<file path="src/sv/lce_pkg.sv">
// shared types and constants for the lfu cache engine
`default_nettype none
package lce_pkg;

  localparam int DEF_MAX_ENTRIES = 16;
  localparam int DEF_COUNT_BITS  = 16;

  localparam int          CAP_W     = 5;
  localparam int          WORD_W    = 32;
  localparam logic [4:0]  CAP_RESET = 5'd16;
  localparam logic        OP_GET    = 1'b0;
  localparam logic        OP_PUT    = 1'b1;

  typedef struct packed {
    logic start;
    logic scan_issue;
    logic sweep_issue;
    logic finish;
  } lce_cmd_t;

  typedef struct packed {
    logic out_free;
  } lce_status_t;

endpackage
`default_nettype wire

</file>
<file path="src/sv/lfu_cache_engine.sv">
// top level of the lfu cache engine with lru tie break
`default_nettype none
// Fully associative key/value cache, least-frequently-used replacement with the
// least recently used entry chosen among equal use counts. One word is handled
// at a time: a scan reads every entry once to find the key, the victim and a
// free slot, a sweep reads every entry and writes back those that change to
// update ranks, counts and the new entry, and the finish step loads the result
// register. The next word is taken only when the sequencer is back in idle
// after the result is loaded; the single read port of the entry memories
// keeps words from overlapping. A finished result waits in the output
// register while the next word is taken; a further result waits in the
// sequencer until that one has been taken, and the input stalls meanwhile.
module lfu_cache_engine
  import lce_pkg::*;
#(
  parameter int MAX_ENTRIES = DEF_MAX_ENTRIES,
  parameter int COUNT_BITS  = DEF_COUNT_BITS
) (
  input  wire logic             clk,
  input  wire logic             rst_n,
  input  wire logic             cfg_we,
  input  wire logic [CAP_W-1:0] cfg_wdata,   // capacity_in_use
  input  wire logic             in_tvalid,
  output logic                  in_tready,
  input  wire logic [63:0]      in_tdata,    // lookup_key, store_value
  input  wire logic [0:0]       in_tuser,    // opcode
  output logic                  out_tvalid,
  input  wire logic             out_tready,
  output logic [31:0]           out_tdata,   // read_value
  output logic [1:0]            out_tuser    // hit, evicted
);

  localparam int IDX_W = (MAX_ENTRIES > 1) ? $clog2(MAX_ENTRIES) : 1;

  lce_cmd_t         cmd;
  lce_status_t      status;
  logic [IDX_W-1:0] addr;

  lce_ctrl #(
    .MAX_ENTRIES (MAX_ENTRIES)
  ) u_ctrl (
    .clk       (clk),
    .rst_n     (rst_n),
    .in_tvalid (in_tvalid),
    .in_tready (in_tready),
    .status    (status),
    .cmd       (cmd),
    .addr      (addr)
  );

  lce_datapath #(
    .MAX_ENTRIES (MAX_ENTRIES),
    .COUNT_BITS  (COUNT_BITS)
  ) u_dp (
    .clk        (clk),
    .rst_n      (rst_n),
    .cmd        (cmd),
    .addr       (addr),
    .status     (status),
    .cfg_we     (cfg_we),
    .cfg_wdata  (cfg_wdata),
    .in_op      (in_tuser[0]),
    .in_key     (in_tdata[31:0]),
    .in_val     (in_tdata[63:32]),
    .out_tvalid (out_tvalid),
    .out_tready (out_tready),
    .out_tdata  (out_tdata),
    .out_tuser  (out_tuser)
  );

`ifndef SYNTHESIS
  a_one_cmd: assert property (@(posedge clk) disable iff (!rst_n)
    $onehot0({cmd.start, cmd.scan_issue, cmd.sweep_issue, cmd.finish}))
    else $error("more than one command at once");

  a_busy_after_accept: assert property (@(posedge clk) disable iff (!rst_n)
    (in_tvalid && in_tready) |=> !in_tready)
    else $error("word taken while busy");

  a_finish_result: assert property (@(posedge clk) disable iff (!rst_n)
    cmd.finish |=> (out_tvalid && in_tready))
    else $error("finish did not post a result");
`endif

endmodule
`default_nettype wire

</file>
<file path="src/sv/lce_ctrl.sv">
// sequencer for the scan, sweep and result phases
`default_nettype none
module lce_ctrl
  import lce_pkg::*;
#(
  parameter int MAX_ENTRIES = DEF_MAX_ENTRIES
) (
  input  wire logic                                      clk,
  input  wire logic                                      rst_n,
  input  wire logic                                      in_tvalid,
  output logic                                           in_tready,
  input  wire lce_status_t                               status,
  output lce_cmd_t                                       cmd,
  output logic [(MAX_ENTRIES > 1 ? $clog2(MAX_ENTRIES) : 1)-1:0] addr
);

  localparam int IDX_W = (MAX_ENTRIES > 1) ? $clog2(MAX_ENTRIES) : 1;
  localparam int CNT_W = $clog2(MAX_ENTRIES + 1) + 1;
  localparam logic [CNT_W-1:0] LAST = CNT_W'(MAX_ENTRIES);

  typedef enum logic [1:0] {S_IDLE, S_SCAN, S_SWEEP, S_DONE} state_t;

  state_t           state_r, state_nxt;
  logic [CNT_W-1:0] cnt_r, cnt_nxt;

  assign in_tready = (state_r == S_IDLE);
  assign addr      = cnt_r[IDX_W-1:0];

  always_comb begin
    cmd             = '0;
    cmd.start       = in_tvalid && (state_r == S_IDLE);
    cmd.scan_issue  = (state_r == S_SCAN) && (cnt_r != LAST);
    cmd.sweep_issue = (state_r == S_SWEEP) && (cnt_r != LAST);
    cmd.finish      = (state_r == S_DONE) && status.out_free;
  end

  always_comb begin
    state_nxt = state_r;
    cnt_nxt   = cnt_r;
    unique case (state_r)
      S_IDLE: begin
        if (cmd.start) begin
          state_nxt = S_SCAN;
          cnt_nxt   = '0;
        end
      end
      S_SCAN: begin
        if (cnt_r == LAST) begin
          state_nxt = S_SWEEP;
          cnt_nxt   = '0;
        end else begin
          cnt_nxt = cnt_r + 1'b1;
        end
      end
      S_SWEEP: begin
        if (cnt_r == LAST) begin
          state_nxt = S_DONE;
        end else begin
          cnt_nxt = cnt_r + 1'b1;
        end
      end
      S_DONE: begin
        if (cmd.finish) begin
          state_nxt = S_IDLE;
        end
      end
      default: state_nxt = S_IDLE;
    endcase
  end

  always_ff @(posedge clk) begin
    if (!rst_n) begin
      state_r <= S_IDLE;
      cnt_r   <= '0;
    end else begin
      state_r <= state_nxt;
      cnt_r   <= cnt_nxt;
    end
  end

endmodule
`default_nettype wire

</file>
<file path="src/sv/lce_datapath.sv">
// entry memories, scan evaluation, rank sweep and result register
`default_nettype none
module lce_datapath
  import lce_pkg::*;
#(
  parameter int MAX_ENTRIES = DEF_MAX_ENTRIES,
  parameter int COUNT_BITS  = DEF_COUNT_BITS
) (
  input  wire logic                                      clk,
  input  wire logic                                      rst_n,
  input  wire lce_cmd_t                                  cmd,
  input  wire logic [(MAX_ENTRIES > 1 ? $clog2(MAX_ENTRIES) : 1)-1:0] addr,
  output lce_status_t                                    status,
  input  wire logic                                      cfg_we,
  input  wire logic [CAP_W-1:0]                          cfg_wdata,
  input  wire logic                                      in_op,
  input  wire logic [WORD_W-1:0]                         in_key,
  input  wire logic [WORD_W-1:0]                         in_val,
  output logic                                           out_tvalid,
  input  wire logic                                      out_tready,
  output logic [WORD_W-1:0]                              out_tdata,
  output logic [1:0]                                     out_tuser
);

  localparam int IDX_W = (MAX_ENTRIES > 1) ? $clog2(MAX_ENTRIES) : 1;
  localparam int HW    = $clog2(MAX_ENTRIES + 1);
  localparam int CW    = (HW > CAP_W) ? HW : CAP_W;

  logic [WORD_W-1:0]     key_mem  [MAX_ENTRIES];
  logic [WORD_W-1:0]     val_mem  [MAX_ENTRIES];
  logic [COUNT_BITS-1:0] cnt_mem  [MAX_ENTRIES];
  logic [IDX_W-1:0]      rank_mem [MAX_ENTRIES];

  logic [WORD_W-1:0]     key_rd, val_rd;
  logic [COUNT_BITS-1:0] cnt_rd;
  logic [IDX_W-1:0]      rank_rd;

  logic [MAX_ENTRIES-1:0] valid_r;
  logic [HW-1:0]          held_r;
  logic [CAP_W-1:0]       cap_r;

  logic              op_r;
  logic [WORD_W-1:0] key_r, val_r;

  logic              pend_scan_r, pend_sweep_r;
  logic [IDX_W-1:0]  pend_idx_r;

  logic                  found_r, have_v_r, free_r;
  logic [IDX_W-1:0]      mslot_r, mrank_r, vslot_r, vrank_r, fslot_r;
  logic [WORD_W-1:0]     mval_r;
  logic [COUNT_BITS-1:0] vcnt_r;

  logic                  out_valid_r;
  logic [WORD_W-1:0]     out_data_r;
  logic [1:0]            out_user_r;

  logic [CW-1:0]     cap_eff, held_ext;
  logic              touch, miss_ins, evict, gap_en, ins_en;
  logic [IDX_W-1:0]  gap_rank, ins_slot, touch_rank, ins_rank;
  logic              cur_valid, is_match, is_victim;
  logic              wr_en, wr_key, wr_val, wr_cnt;
  logic [WORD_W-1:0]     wr_key_d, wr_val_d;
  logic [COUNT_BITS-1:0] wr_cnt_d;
  logic [IDX_W-1:0]      wr_rank_d;

  assign status.out_free = !out_valid_r || out_tready;
  assign out_tvalid = out_valid_r;
  assign out_tdata  = out_data_r;
  assign out_tuser  = out_user_r;

  // decision from the finished scan
  always_comb begin
    cap_eff  = (CW'(cap_r) > CW'(MAX_ENTRIES)) ? CW'(MAX_ENTRIES) : CW'(cap_r);
    held_ext = CW'(held_r);
    touch    = found_r && ((op_r == OP_GET) || (cap_eff != '0));
    miss_ins = (op_r == OP_PUT) && (cap_eff != '0) && !found_r;
    evict    = miss_ins && (held_ext >= cap_eff) && have_v_r;
    gap_en   = touch || evict;
    gap_rank = touch ? mrank_r : vrank_r;
    if (evict) begin
      ins_slot = (free_r && (fslot_r < vslot_r)) ? fslot_r : vslot_r;
    end else begin
      ins_slot = fslot_r;
    end
    ins_en     = miss_ins && (evict || free_r);
    touch_rank = IDX_W'(held_r - 1'b1);
    ins_rank   = IDX_W'(held_r - HW'(evict));
  end

  // scan evaluation of the entry read in the previous cycle
  always_comb begin
    cur_valid = valid_r[pend_idx_r];
    is_match  = cur_valid && (key_rd == key_r) && !found_r;
    is_victim = cur_valid && (!have_v_r || (cnt_rd < vcnt_r) ||
                ((cnt_rd == vcnt_r) && (rank_rd < vrank_r)));
  end

  // sweep write-back
  always_comb begin
    wr_en     = 1'b0;
    wr_key    = 1'b0;
    wr_val    = 1'b0;
    wr_cnt    = 1'b0;
    wr_key_d  = key_r;
    wr_val_d  = val_r;
    wr_cnt_d  = cnt_rd;
    wr_rank_d = rank_rd;
    if (pend_sweep_r) begin
      priority if (touch && (pend_idx_r == mslot_r)) begin
        wr_en     = 1'b1;
        wr_cnt    = 1'b1;
        wr_val    = (op_r == OP_PUT);
        wr_cnt_d  = (cnt_rd == '1) ? cnt_rd : cnt_rd + 1'b1;
        wr_rank_d = touch_rank;
      end else if (ins_en && (pend_idx_r == ins_slot)) begin
        wr_en     = 1'b1;
        wr_key    = 1'b1;
        wr_val    = 1'b1;
        wr_cnt    = 1'b1;
        wr_cnt_d  = COUNT_BITS'(1);
        wr_rank_d = ins_rank;
      end else if (gap_en && cur_valid && !(evict && (pend_idx_r == vslot_r))
                   && (rank_rd > gap_rank)) begin
        wr_en     = 1'b1;
        wr_rank_d = rank_rd - 1'b1;
      end else begin
        wr_en = 1'b0;
      end
    end
  end

  always_ff @(posedge clk) begin
    key_rd  <= key_mem[addr];
    val_rd  <= val_mem[addr];
    cnt_rd  <= cnt_mem[addr];
    rank_rd <= rank_mem[addr];
    if (wr_en) begin
      rank_mem[pend_idx_r] <= wr_rank_d;
    end
    if (wr_key) begin
      key_mem[pend_idx_r] <= wr_key_d;
    end
    if (wr_val) begin
      val_mem[pend_idx_r] <= wr_val_d;
    end
    if (wr_cnt) begin
      cnt_mem[pend_idx_r] <= wr_cnt_d;
    end
  end

  always_ff @(posedge clk) begin
    if (cmd.start) begin
      op_r  <= in_op;
      key_r <= in_key;
      val_r <= in_val;
    end
    pend_idx_r <= addr;
    if (pend_scan_r) begin
      if (is_match) begin
        mslot_r <= pend_idx_r;
        mrank_r <= rank_rd;
        mval_r  <= val_rd;
      end
      if (is_victim) begin
        vslot_r <= pend_idx_r;
        vrank_r <= rank_rd;
        vcnt_r  <= cnt_rd;
      end
      if (!cur_valid && !free_r) begin
        fslot_r <= pend_idx_r;
      end
    end
    if (cmd.finish) begin
      out_data_r <= (op_r == OP_PUT) ? '0 : (found_r ? mval_r : '1);
      out_user_r <= {evict, found_r};
    end
  end

  always_ff @(posedge clk) begin
    if (!rst_n) begin
      cap_r        <= CAP_RESET;
      valid_r      <= '0;
      held_r       <= '0;
      pend_scan_r  <= 1'b0;
      pend_sweep_r <= 1'b0;
      found_r      <= 1'b0;
      have_v_r     <= 1'b0;
      free_r       <= 1'b0;
      out_valid_r  <= 1'b0;
    end else begin
      if (cfg_we) begin
        cap_r <= cfg_wdata;
      end
      pend_scan_r  <= cmd.scan_issue;
      pend_sweep_r <= cmd.sweep_issue;
      if (cmd.start) begin
        found_r  <= 1'b0;
        have_v_r <= 1'b0;
        free_r   <= 1'b0;
      end else if (pend_scan_r) begin
        if (is_match) begin
          found_r <= 1'b1;
        end
        if (is_victim) begin
          have_v_r <= 1'b1;
        end
        if (!cur_valid) begin
          free_r <= 1'b1;
        end
      end
      if (cmd.finish) begin
        if (evict) begin
          valid_r[vslot_r] <= 1'b0;
        end
        if (ins_en) begin
          valid_r[ins_slot] <= 1'b1;
        end
        held_r <= held_r - HW'(evict) + HW'(ins_en);
      end
      if (cmd.finish) begin
        out_valid_r <= 1'b1;
      end else if (out_tready) begin
        out_valid_r <= 1'b0;
      end
    end
  end

endmodule
`default_nettype wire
</file>
<file path="config.mk">
export PLATFORM = sky130hd
export DESIGN_NAME = lfu_cache_engine
export DESIGN_NICKNAME = d
export VERILOG_FILES = /design/src/sv/lce_pkg.sv /design/src/sv/lfu_cache_engine.sv /design/src/sv/lce_ctrl.sv /design/src/sv/lce_datapath.sv
export SDC_FILE = /design/constraint.sdc
export NUM_CORES = 2
export LEC_CHECK = 0
export BUFFER_PORTS_ARGS = -buffer_cell sky130_fd_sc_hd__buf_2
export CORE_MARGIN = 1
export CORE_UTILIZATION = 30
export CTS_BUF_LIST = sky130_fd_sc_hd__clkbuf_8
export DETAILED_ROUTE_END_ITERATION = 10
export GPL_ROUTABILITY_DRIVEN = 0
export MAX_ROUTING_LAYER = met4
export SLEW_MARGIN = 15
export SYNTH_ARGS = -nofsm -noshare
export SYNTH_HDL_FRONTEND = slang
export SYNTH_SLANG_ARGS = --single-unit
</file>
<file path="constraint.sdc">
create_clock -name clk -period 6.7 [get_ports clk]
set_input_delay 0 -clock clk [delete_from_list [all_inputs] [get_ports clk]]
set_output_delay 0 -clock clk [all_outputs]
set_load 0.01 [all_outputs]
</file>
== Word-level counts from Yosys, hierarchy flattened ==
Memories as Yosys holds them, arrays and structs flattened. A register that Yosys moved wholly into a read port is not among the register bits.
Index checks and enable logic that the tools add are counted.
Operators by class
  muxes and demuxes: 53
  reduce and logical (&&, ||, !) cells: 47
  $add $sub $neg: 6
  equal/unequal tests: 16
  bitwise gates (word level): 6
  magnitude comparators: 11
Operators with widths (number)
  $mux W16: 8
  $eq A32 B32 Y1: 1
  $mux W32: 1
  $mux W4: 7
  $logic_and A1 B1 Y1: 24
  $mux W1: 24
  $mux W6: 3
  $pmux W6 S3: 1
  $add A16 B1 Y16 const B: 1
  $and A16 B16 Y16: 1
  $eq A16 B16 Y1: 1
  $eq A16 B16 Y1 const B: 1
  $lt A16 B16 Y1: 1
  $not A16 Y16: 1
  $or A16 B16 Y16: 1
  $lt A4 B5 Y1 const B: 3
  $eq A4 B4 Y1: 3
  $demux W1 S4: 2
  $ge A4 B1 Y1 const B: 2
  $lt A4 B4 Y1: 2
  $mux W2: 4
  $ne A2 B2 Y1 const B: 4
  $pmux W2 S4: 1
  $reduce_and A2 Y1: 4
  other kinds (24): 38
Storage, ports and cells
  bits in writable memories: 1344
  memories kept: 4
  register bits: 211
  word-level logic and storage cells: 167
Memories
  u_dp.key_mem: depth 16, width 32, rd ports 1, clocked after memory_dff 1, write ports 1, RTL line lce_datapath.sv:29  | logic [WORD_W-1:0] key_mem [MAX_ENTRIES];
  u_dp.val_mem: depth 16, width 32, rd ports 1, clocked after memory_dff 1, write ports 1, RTL line lce_datapath.sv:30  | logic [WORD_W-1:0] val_mem [MAX_ENTRIES];
  u_dp.cnt_mem: depth 16, width 16, rd ports 1, clocked after memory_dff 1, write ports 1, RTL line lce_datapath.sv:31  | logic [COUNT_BITS-1:0] cnt_mem [MAX_ENTRIES];
  u_dp.rank_mem: depth 16, width 4, rd ports 1, clocked after memory_dff 1, write ports 1, RTL line lce_datapath.sv:32  | logic [IDX_W-1:0] rank_mem [MAX_ENTRIES];

== Logic depth before layout (Yosys ltp) ==
  depth after elaboration: 17
  gate-level depth with buffers: 16
  gate-level depth less buffers: 16

== By module ==
Synthesis repeated with hierarchy kept, for this count alone.
Unflattened totals
  cells, all modules: 2859
  area, all modules: 62064.5 sq um
Modules (own cells, without submodules)
  lce_datapath: instances 1, cells each 2795, sequential area each 47775.8 sq um, area each 61500.2 sq um
  lce_ctrl: instances 1, cells each 64, sequential area each 160.2 sq um, area each 564.3 sq um

== Worst setup path after synthesis ==
No wires, ideal clock.
  path kind: register to register
  from: register u_dp.key_r[20]
  to: register u_dp.mrank_r[0] (enable)
  buffers on the path: 0
  stages on the path, launching flop included: 7
  clock period less this slack: 4.706 ns
  setup time: 0.489 ns
  slack: 1.994 ns
  arrival time: 4.217 ns
  cell sequence: edfxtp_1 > xor2_1 > nor4_1 > nand4_1 > nor4_1 > nand4_1 > nor3_1
On the way
  cells in the longest elaborated chain, start to end: 4
RTL lines
  start: declaration: RTL line lce_datapath.sv:43  | logic [WORD_W-1:0] key_r, val_r;
  start signal: assignment: RTL line lce_datapath.sv:154  | key_r <= in_key;
  $eq A32 B32 Y1: RTL line lce_datapath.sv:93  | is_match = cur_valid && (key_rd == key_r) && !found_r;
  $logic_and A1 B1 Y1 (2 in a row): RTL line lce_datapath.sv:93
  $reduce_and A2 Y1 (no source line)
  end signal: assignment: RTL line lce_datapath.sv:161  | mrank_r <= rank_rd;
  end: declaration: RTL line lce_datapath.sv:49  | logic [IDX_W-1:0] mslot_r, mrank_r, vslot_r, vrank_r, fslot_r;
Every way passes these cells.
A chain may end at the register's enable or synchronous reset.

== Worst setup path after layout ==
  from: register u_dp.vslot_r[2]
  to: memory u_dp.key_mem[5][12] (enable)
On the way
  cells in the longest elaborated chain, start to end: 11
RTL lines
  start: declaration: RTL line lce_datapath.sv:49
  start signal: assignment: RTL line lce_datapath.sv:165  | vslot_r <= pend_idx_r;
  $lt A4 B4 Y1: RTL line lce_datapath.sv:81  | ins_slot = (free_r && (fslot_r < vslot_r)) ? fslot_r : vslot_r;
  $logic_and A1 B1 Y1: RTL line lce_datapath.sv:81
  $mux W4 *: RTL line lce_datapath.sv:81
  $mux W4 *: RTL line lce_datapath.sv:80  | if (evict) begin
  $eq A4 B4 Y1 *: RTL line lce_datapath.sv:115  | end else if (ins_en && (pend_idx_r == ins_slot)) begin
  $logic_and A1 B1 Y1 *: RTL line lce_datapath.sv:115
  $mux W1 *: RTL line lce_datapath.sv:115
  $mux W1 *: RTL line lce_datapath.sv:109  | priority if (touch && (pend_idx_r == mslot_r)) begin
  $mux W1 *: RTL line lce_datapath.sv:108  | if (pend_sweep_r) begin
  $mux W1 *: RTL line lce_datapath.sv:140  | if (wr_key) begin
  $mux W1 (not written as such) *: RTL line lce_datapath.sv:141  | key_mem[pend_idx_r] <= wr_key_d;
  end: declaration: RTL line lce_datapath.sv:29
Mark *: on every way between the ends. The rest lies on a longest branch, timed or not.

==> results.md <==
- Placeable Area: 204800 um^2
- Req. time, crit path: between 7 and 8 ns
- Clock share of power: 37.5%
- RSZ-0062 raised after global routing: false
- Top post-synthesis cells by count: 1511 x edfxtp_1, 424 x mux4_2, 128 x dfxtp_1
- I/O Pins: 111
- EDFF count, synth: 1511
- DRT Pass-1 Iters: 7
- Post-synthesis sequential area ratio: 77.39%
- Hold slack: approximately 0.20 ns
- Worst-skew pair later-pin latency: 1.00 ns
- GRT Residual Overflow: 0
- Share of layout cells above drive strength 1: 29.12%
- Inst Count DP: 5531
- Worst Path Arrival: about 5 ns
- Reg power frac: between 50 and 60%
- Layout Nets: between 3000 and 4000
- Inserted Clock Buffers: between 200 and 300
- Site Rows: around 170
- Switching power: around 0.0052 W
- Main flop type after synthesis: edfxtp_1
- Internal: 0.01718 W
- Final period util: between 60% and 70%
- Via count: between 20000 and 30000
- Max-Cap Viols: 0
- Crit path kind: reg -> reg
- Cell Pwr Density: slightly above 300 nW/um^2
- Net Sw Frac: 23.32%
- Sink Count: roughly 1600
- Port-buffer cells: 110
- Pin count of the biggest net entering global routing: 130
- GR Util All Layers: between 10% and 20%
- DPL Wire Length: a little under 80000 um
- Initial Util: 30.25%
- Slew Viols, Final: 0
- Synth async-reset ratio: 0%
- Crit path capture type: flop
- F_max: about 230 MHz
- First-pass GRT wire length: 203800 um
- CP max FO: 32
- Die X: about 460 um
- Final Skew: around 0.074 ns
- Worst Tran Pin Value: 1.161 ns
- Mapped cell area: about 62000 um^2
- Pwr Total: between 0.02 and 0.025 W
- Worst vdd ir: 212.3 uV
- Syn Nets: 2927
- Clock Path Buffers: 4
- Worst-path clk slew: roughly 0.06 ns
- Die height: 456.4 um
- CTS tree: done
- Root Driver: clkbuf_8
- Tmin final: about 4.4 ns
- Final core utilization: about 36%
- Max-Slew Margin vs Limit: between 20% and 30%
- Status: finished clean
- Top-count cell post-synth: edfxtp_1
- Fillers: 18817
- Top cells by area, synth: edfxtp_1 73%, mux4_2 15%, dfxtp_1 4.1%, ha_1 0.89%, nor2_1 0.61%
- Startpoint types: flop
- DRC Markers: 0
- Distinct cell type count after synthesis: 63
- Post-CTS Setup Bufs: 0
- Die area: ~210000 um^2
- Sum Neg Setup Slack: 0 ns
- Cell taking the most area after synthesis: edfxtp_1
- Area growth syn-to-layout: 17.71%
- H-tree levels: 5
- Share of the synthesized area in the top cell type: 73.25%
- Routed wire length: roughly 140000 um
- DRT iter0 DRCs: between 2000 and 2500
- Comb pwr share: slightly below 8%
- Hold Violations, Final: 0
- Avg Cell Area, Syn: between 20 and 25 um^2
- Synthesis Warnings: 0
- Vias in the first global route: roughly 31000
- Drt wl/cell: between 20 and 25 um
- Register bit total from synthesis: approximately 1600
- Vias per inst: roughly 4.7
- Setup violations, final: 0
- Antenna violations before repair: 7
- Hold Crit Class: in -> reg
- LEAKAGE: 22.49 nW
- Fin cells: 6166
- Final ANT Viol Nets: 0
- Gate Count Post-Synth: ~2800
## worst max-delay path, stage by stage (launching register included)
cell and delay (ns):
edfxtp_1 0.51, inv_1 0.20, ha_1 0.25, or2_2 0.29, a21o_1 0.19, and3_4 0.19
a21oi_1 0.15, o21a_1 0.18, nand3_2 0.56, buf_4 0.51, nor2_4 0.89
## what timing repair did
| action | in CTS | in global routing |
|---|---|---|
| hold buffers | 156 | 0 |
| gates resized for setup | 0 | 0 |
| endpoints found under the hold margin | 127 | 0 |
## final cells by class
cell class                      instances  area (um^2)  share of cell area [%]
Inverter                               43        161.4                  0.2214
Multi-Input combinational cell        999        13650                   18.72
Clock buffer                          310         4267                   5.852
Tap cell                             2688         3363                   4.613
Clock inverter                        161        898.4                   1.232
Timing Repair Buffer                  320         2605                   3.573
Antenna cell                            6        15.01                 0.02059
Sequential cell                      1639        47950                   65.77
## metrics by stage
stage	setup WS, ns	area [um^2]
finish	2.344	72910
global route	2.129	72900
CTS	2.262	72830
detailed placement	2.296	66100
global placement	2.325	66100
floorplan	1.994	61940
## cell families (layout without fill, tap and decap cells)
group           after synthesis  count (layout)  synth area share, %
flops                      1639            1639                77.39
simple gates                296             296                2.297
mux                         437             437                15.63
buf+inv                     170             834                1.129
compound gates              171             171                1.941
xor+xnor                     51              51               0.7212
other cells                   0               6                    0
fa+ha+maj                    44              44               0.8888
## flip-flops by register name, summed over array words and instances, names as in the netlist, 5 cells and up
register	flops
u_ctrl.cnt_r	6
u_dp.cap_r	5
u_dp.cnt_mem	256
u_dp.cnt_rd	16
u_dp.held_ext	5
u_dp.key_mem	512
u_dp.key_r	32
u_dp.key_rd	32
u_dp.mval_r	32
u_dp.out_tdata	32
u_dp.rank_mem	64
u_dp.val_mem	512
u_dp.val_r	32
u_dp.val_rd	32
u_dp.valid_r	16
u_dp.vcnt_r	16
## worst paths after layout
kind,from,to,slack [ns],cells past startpoint
max reg2reg,u_dp.vslot_r[2]$_DFFE_PP_,u_dp.key_mem[5][12]$_DFFE_PP_,2.34,10
max,u_dp.vslot_r[2]$_DFFE_PP_,u_dp.key_mem[5][12]$_DFFE_PP_,2.34,10
min,rst_n,u_ctrl.cnt_r[1]$_SDFFE_PN0P_,0.20,3
min reg2reg,u_dp.val_rd[25]$_DFF_P_,u_dp.mval_r[25]$_DFFE_PP_,0.39,0
## power groups by stage
| stage | sequential (W) | combinational (W) | clock [W] |
|---|---|---|---|
| 2_1_floorplan | 0.0123 | 0.00118 | 0 |
| 3_3_place_gp | 0.0124 | 0.00170 | 0 |
| 3_5_place_dp | 0.0125 | 0.00171 | 0 |
| 4_1_cts | 0.0123 | 0.00179 | 0.00867 |
| 5_1_grt | 0.0123 | 0.00190 | 0.00909 |
| 6_report | 0.0122 | 0.00175 | 0.00841 |
## placed cells by master, fill, tap and decap left out, types with 19 or more instances in the layout
cell / n
edfxtp_1: 1511
mux4_2: 424
clkbuf_8: 310
dlygate4sd3_1: 156
inv_1: 134
dfxtp_1: 124
buf_2: 110
nor2_1: 53
nand2_1: 49
nand3_1: 49
buf_4: 46
ha_1: 44
o21ai_0: 41
o21a_1: 40
nor2_4: 37
xor2_1: 32
clkinv_1: 31
nor2b_1: 21
clkinv_2: 20
xnor2_1: 19
a21boi_0: 19
## layer usage
| metal | vias to the layer above | track usage (%) | part of all wire, % |
|---|---|---|---|
| met3 | 208 | 2.741 | 5.6 |
| met5 | - | - | 0 |
| met2 | 811 | 20.75 | 48 |
| met1 | 15486 | 18.21 | 45 |
| li1 | 12666 | - | - |
| met4 | 0 | 3.586 | 1.8 |
(Power assumes the default switching activity.)
